`src/hdl/spu_pkg.sv`:
```
// Shared types and character constants for the serial mode string parser.
package spu_pkg;

  // Characters the parser recognizes
  localparam logic [7:0] CH_NUL   = 8'h00;
  localparam logic [7:0] CH_COMMA = 8'h2C;
  localparam logic [7:0] CH_ONE   = 8'h31;
  localparam logic [7:0] CH_TWO   = 8'h32;
  localparam logic [7:0] CH_THREE = 8'h33;
  localparam logic [7:0] CH_FOUR  = 8'h34;
  localparam logic [7:0] CH_FIVE  = 8'h35;
  localparam logic [7:0] CH_SIX   = 8'h36;
  localparam logic [7:0] CH_EIGHT = 8'h38;
  localparam logic [7:0] CH_NINE  = 8'h39;
  localparam logic [7:0] CH_N     = 8'h6E;
  localparam logic [7:0] CH_E     = 8'h65;
  localparam logic [7:0] CH_O     = 8'h6F;

  // Baud codes
  localparam logic [2:0] BAUD_110  = 3'd0;
  localparam logic [2:0] BAUD_150  = 3'd1;
  localparam logic [2:0] BAUD_300  = 3'd2;
  localparam logic [2:0] BAUD_600  = 3'd3;
  localparam logic [2:0] BAUD_1200 = 3'd4;
  localparam logic [2:0] BAUD_2400 = 3'd5;
  localparam logic [2:0] BAUD_4800 = 3'd6;
  localparam logic [2:0] BAUD_9600 = 3'd7;

  // Parity codes
  localparam logic [1:0] PAR_NONE = 2'd0;
  localparam logic [1:0] PAR_EVEN = 2'd1;
  localparam logic [1:0] PAR_ODD  = 2'd2;

  // Field positions in the mode string
  localparam logic [2:0] FLD_BAUD   = 3'd0;
  localparam logic [2:0] FLD_DATA   = 3'd1;
  localparam logic [2:0] FLD_PARITY = 3'd2;
  localparam logic [2:0] FLD_STOP   = 3'd3;
  localparam logic [2:0] FLD_REST   = 3'd4;

  // Result defaults
  localparam logic [3:0] DATA_BASE = 4'd5;
  localparam logic [1:0] STOP_ONE  = 2'd1;
  localparam logic [1:0] STOP_TWO  = 2'd2;

  // Bytes seen in a field saturate here
  localparam logic [1:0] CIF_MAX = 2'd2;

  typedef enum logic [1:0] {
    TK_CHAR,
    TK_COMMA,
    TK_END
  } tok_kind_t;

  // Classified byte passed from front to back
  typedef struct packed {
    tok_kind_t  kind;
    logic       is_one;
    logic       baud1_ok;
    logic [2:0] baud1_code;
    logic       baud2_ok;
    logic [2:0] baud2_code;
    logic       data_ok;
    logic [1:0] data_code;
    logic       par_ok;
    logic [1:0] par_code;
    logic       port;
    logic       last;
  } spu_tok_t;

  typedef struct packed {
    logic [7:0] char_in;
    logic       port_num;
    logic       last_char;
  } spu_in_t;

  typedef struct packed {
    logic       ok;
    logic [2:0] baud_code;
    logic [3:0] data_bits;
    logic [1:0] parity_code;
    logic [1:0] stop_bits;
    logic       port_out;
  } spu_out_t;

endpackage

```
`src/hdl/spu_queue.sv`:
```
// Token queue between the front end and the back end.
module spu_queue #(
  parameter int DEPTH = 4
) (
  input  logic              clk,
  input  logic              rst,
  input  logic              push,
  input  spu_pkg::spu_tok_t push_tok,
  output logic              full,
  input  logic              pop,
  output logic              head_valid,
  output spu_pkg::spu_tok_t head_tok
);

  localparam int PTR_W = (DEPTH > 1) ? $clog2(DEPTH) : 1;
  localparam int CNT_W = $clog2(DEPTH + 1);
  localparam logic [PTR_W-1:0] PTR_LAST = PTR_W'(DEPTH - 1);
  localparam logic [CNT_W-1:0] CNT_FULL = CNT_W'(DEPTH);

  spu_pkg::spu_tok_t   entries [DEPTH];
  logic [PTR_W-1:0]    wr_ptr;
  logic [PTR_W-1:0]    rd_ptr;
  logic [CNT_W-1:0]    count;
  logic                do_pop;

  assign full       = (count == CNT_FULL);
  assign head_valid = (count != '0);
  assign head_tok   = entries[rd_ptr];
  assign do_pop     = pop && head_valid;

  // Store tokens
  always_ff @(posedge clk) begin
    if (push) begin
      entries[wr_ptr] <= push_tok;
    end
  end

  // Advance pointers and count
  always_ff @(posedge clk) begin
    if (rst) begin
      wr_ptr <= '0;
      rd_ptr <= '0;
      count  <= '0;
    end else begin
      if (push) begin
        wr_ptr <= (wr_ptr == PTR_LAST) ? '0 : wr_ptr + 1'b1;
      end
      if (do_pop) begin
        rd_ptr <= (rd_ptr == PTR_LAST) ? '0 : rd_ptr + 1'b1;
      end
      case ({push, do_pop})
        2'b10:   count <= count + 1'b1;
        2'b01:   count <= count - 1'b1;
        default: count <= count;
      endcase
    end
  end

endmodule

```
`config.mk`:
```
export PLATFORM = sky130hd
export DESIGN_NAME = spu_queue
export DESIGN_NICKNAME = d
export VERILOG_FILES = /design/src/hdl/spu_pkg.sv /design/src/hdl/spu_queue.sv
export SDC_FILE = /design/constraint.sdc
export NUM_CORES = 1
export LEC_CHECK = 0
export ABC_AREA = 0
export BUFFER_PORTS_ARGS = -buffer_cell sky130_fd_sc_hd__buf_2
export CAP_MARGIN = 40
export CORE_ASPECT_RATIO = 0.6
export CORE_UTILIZATION = 60
export DETAILED_ROUTE_END_ITERATION = 7
export GPL_TIMING_DRIVEN = 0
export PLACE_DENSITY = 0.94
export SYNTH_ARGS = -nofsm -noshare
export SYNTH_HDL_FRONTEND = slang
export SYNTH_SLANG_ARGS = --single-unit
```
`constraint.sdc`:
```
create_clock -name clk -period 5.1 [get_ports clk]
set_input_delay 0.765 -clock clk [delete_from_list [all_inputs] [get_ports clk]]
set_output_delay 0.765 -clock clk [all_outputs]
set_load 0.1 [all_outputs]
```
==> impl_summary.txt <==
----------------------------------------------------
[Outcome]
  Status ... complete, no violations

[Global route]
  Total global routing overflow ... 0
  Vias in the first global route ... 1568
  Antenna violations before repair ... 0
  Total routing usage reported by global routing ... 21.0%
  Global-route wire length before repair ... 8.45 mm
  Maximum number of pins on one net before global-route repair ... 15

[STA]
  Number of setup violations in the final report ... 0
  Worst slew pin tran ... 0.500 ns
  Slew HR ... 66.9%
  Final hold viol count ... 0
  Setup Total Neg Slack ... 0 ns
  Part of the cycle the worst path needs ... 52.3%
  Time the worst path needs with I/O delays and setup ... 2.67 ns
  Post-Route Hold Slack ... 0.519 ns
  Max Clk Rate ... 375 MHz
  Final Max Tran Viols ... 0
  Unrepaired setup endpoints after global routing ... no
  Post-route clock skew ... 0.00559 ns

[Power and ir drop]
  Switching part of the total ... 37.0%
  Power share of the combinational group ... 33.3%
  Internal power summed over all cells ... 1350 µW
  Sw power ... 790 µW
  Sequential cell fraction of total power ... 38.6%
  Leakage power total ... 0.00140 µW
  Total Power ... 2130 µW
  Power density over the cells ... 552 mW/mm²
  IR Drop Worst-Case VDD ... 381 µV
  Clock network fraction of total power ... 28.1%

[Setup path]
  Number of cells on the worst reg-to-reg path ... 8
  Dominant cell type by count on the critical path ... buf_2
  Reg2reg end ... count[2]
  Largest delay share family, worst path ... buffers and inverters
  Slack of the worst reg-to-reg path ... 3.21 ns
  Endpoint kind of the worst setup timing path ... output port
  Worst path arrival time ... 1.90 ns
  Total buffers and inverters traversed by the critical path ... 3
  Master of the slowest instance on the critical path ... buf_2
  Reg-to-Reg Start ... count[1]
  Category of the worst setup path launch point ... flop
  Type of the worst setup path ... flop to output port
  CP Max Fanout ... 10
  Peak per-stage delay on the critical path ... 0.43 ns
  CP cell instances ... buf_2 > buf_2 > mux4_2 > buf_2
  Data required time at the worst endpoint ... 4.34 ns

[Die]
  Starting utilization of the core area ... 63.3%
  Y dimension of the die ... 59.0 µm
  I/O pin total ... 44
  Area of the core ... 0.00513 mm²
  Horizontal die dimension ... 97.0 µm
  Die outline area ... 0.00572 mm²
  Number of standard-cell rows in the floorplan ... 20

[Worst hold path]
  Worst hold path depth ... 2
  Hold path start ... rd_ptr[0]
  Class of the most critical hold timing path ... flop to flop

[Cells and area]
  Number of non-filler instances in the completed layout ... 277
  Share of post-route cells with drive strength above 1 ... 36.5%
  Total of fill cells in the finished design ... 281
  P&R area growth vs syn ... 19.1%
  Final instance area ... 0.00386 mm²
  Net count of the finished layout ... 236
  Antenna diode instance count ... 0

[Synth]
  Number of enable flip-flop cells after synthesis ... 76
  Synth async-reset ratio ... 0%
  Leading cell type by number of instances after synthesis ... edfxtp_1
  Most area-hungry cell type in the Yosys netlist ... edfxtp_1
  Most area-consuming cells after synthesis ... edfxtp_1 70%, mux4_1 7.3%, mux4_2 6.9%
  Synth Register Bits ... 85
  Portion of synthesized cell area occupied by the leading cell type ... 70.3%
  Commonest cells in the netlist ... 76 x edfxtp_1, 10 x mux4_2, 9 x dfxtp_1, 9 x mux4_1, 7 x inv_1
  Mapped Nets ... 178
  Number of unique standard cell types used by synthesis ... 21
  Synthesized area per cell ... 21.9 µm²
  Number of synthesis warnings ... 0
  Fraction of the yosys area taken by sequential cells ... 75.9%
  Post-synthesis cell area ... 0.00325 mm²
  Number of standard cells after synthesis ... 148
  Most instantiated flip-flop cell in the synthesis netlist ... edfxtp_1

[CTS]
  Number of clock sinks seen by CTS ... 85
  Clock-pin slew on the worst setup and hold paths ... 0.08 ns
  TritonCTS clock tree ... yes
  Quantity of gates resized following cts ... 0
  Total CTS buffers ... 9
  Buffers inserted during post-CTS setup optimization ... 0
  Max Buffers Root-to-Sink ... 2
  Clock network latency to the later pin of the worst-skew pair ... 0.34 ns
  # hold bufs at CTS ... 0
  CTS H-tree depth ... 3
  Buffer type at the clock tree root ... clkbuf_8

[Drt]
  First-pass iteration count of the detailed router ... 6
  Drt total wl ... 5.40 mm
  Antenna violation net count after detailed routing ... 0
  Ratio of routed vias to standard cells ... 5.61
  Via count ... 1553
  Drt first-iter violations ... 115
  DRC viols ... 0
  Routed WL per cell ... 19.5 µm

[Placement]
  Count of input and output buffers ... 43
  Placement Cell Area ... 0.00360 mm²
  Placer congestion estimate ... 0.651
  Count of placed standard cells including taps ... 261
  Final HPWL from detailed placement ... 3.72 mm

[Job]
  Number of max-cap violations ... 0

----------------------------------------------------
==> logic make-up (layout without fill, tap and decap cells) <==
| family | Yosys count | after routing | synth area share (%) |
|---|---|---|---|
| muxes | 21 | 21 | 14.8 |
| DFF | 85 | 85 | 75.9 |
| and+or+nand+nor | 16 | 16 | 2.58 |
| xor gates and xnor gates | 2 | 2 | 0.540 |
| adders and majority gates | 7 | 7 | 2.93 |
| AOI/OAI and AO/OA | 6 | 6 | 1.16 |
| buffers and inverters | 11 | 74 | 2.08 |
==> metrics by stage <==
| step | utilization, % | setup slack (ns) |
|---|---|---|
| floorplan | - | 2.88 |
| global placement | 69.1 | 2.84 |
| detailed placement | 70.2 | 2.78 |
| CTS | 75.3 | 2.40 |
| global route | 75.3 | 2.31 |
| finish | 75.3 | 2.43 |
==> power by group through the flow <==
stage,Combinational [µW],Sequential (µW),Clock (µW)
4_1_cts,717,824,604
5_1_grt,742,829,634
6_report,711,824,600
2_1_floorplan,608,833,0
3_5_place_dp,714,840,0
3_3_place_gp,697,836,0
==> worst max-delay path by stage <==
stage          startpoint            to  cells after the start
2_1_floorplan        flop  head_tok[10]                      2
3_3_place_gp         flop   head_tok[1]                      4
3_5_place_dp         flop   head_tok[3]                      4
4_1_cts              flop   head_tok[3]                      4
5_1_grt              flop   head_tok[3]                      4
6_report             flop   head_tok[3]                      4
==> layout by cell type, fill, tap and decap left out <==
cell / count
buf_8: 4
and3_1: 1
clkinv_4: 1
xor2_1: 2
buf_2: 45
buf_6: 1
ha_1: 6
nor2_1: 6
o21ai_0: 1
buf_12: 1
and2_1: 4
mux2i_1: 2
nand2_1: 1
nor3b_1: 1
clkbuf_8: 9
a21oi_1: 4
inv_1: 7
clkinv_1: 1
clkinv_2: 1
mux4_1: 9
dfxtp_1: 9
bufinv_16: 4
fa_1: 1
edfxtp_1: 76
o31ai_2: 1
mux4_2: 10
or3_1: 3
==> cell type report <==
class | count | area, µm² | area share, %
flip-flops and latches | 85 | 2460 | 63.7
multi-input cells | 52 | 716 | 18.5
plain buffers | 4 | 41.3 | 1.07
inverters | 7 | 26.3 | 0.680
well taps | 66 | 82.6 | 2.14
repair buffers | 47 | 275 | 7.12
clock buffers | 9 | 124 | 3.20
clock inverters | 7 | 138 | 3.56
==> flip-flops by register name, indices dropped and copies added, names as in the netlist, named ones only <==
| register | flops |
|---|---|
| wr_ptr | 2 |
| entries | 76 |
| rd_ptr | 2 |
| count | 3 |
==> worst register-to-register path: cells and delay by family (launching register included) <==
kind,cells,cell delay (ns)
AO/OA/AOI/OAI,2,0.57
adder cells (fa/ha/maj),2,0.40
flip-flops,1,0.34
AND/OR/NAND/NOR,1,0.30
buffers and inverters,2,0.16
XOR/XNOR,1,0.07
==> layer usage <==
| layer | GRT usage, % | share of wire, % |
|---|---|---|
| met2 | 33.8 | 49 |
| met4 | 5.97 | 0.35 |
| met3 | 6.13 | 4.4 |
| met1 | 28.9 | 46 |
| met5 | 0 | 0 |
Note: power is estimated with default switching activity, not from simulation.
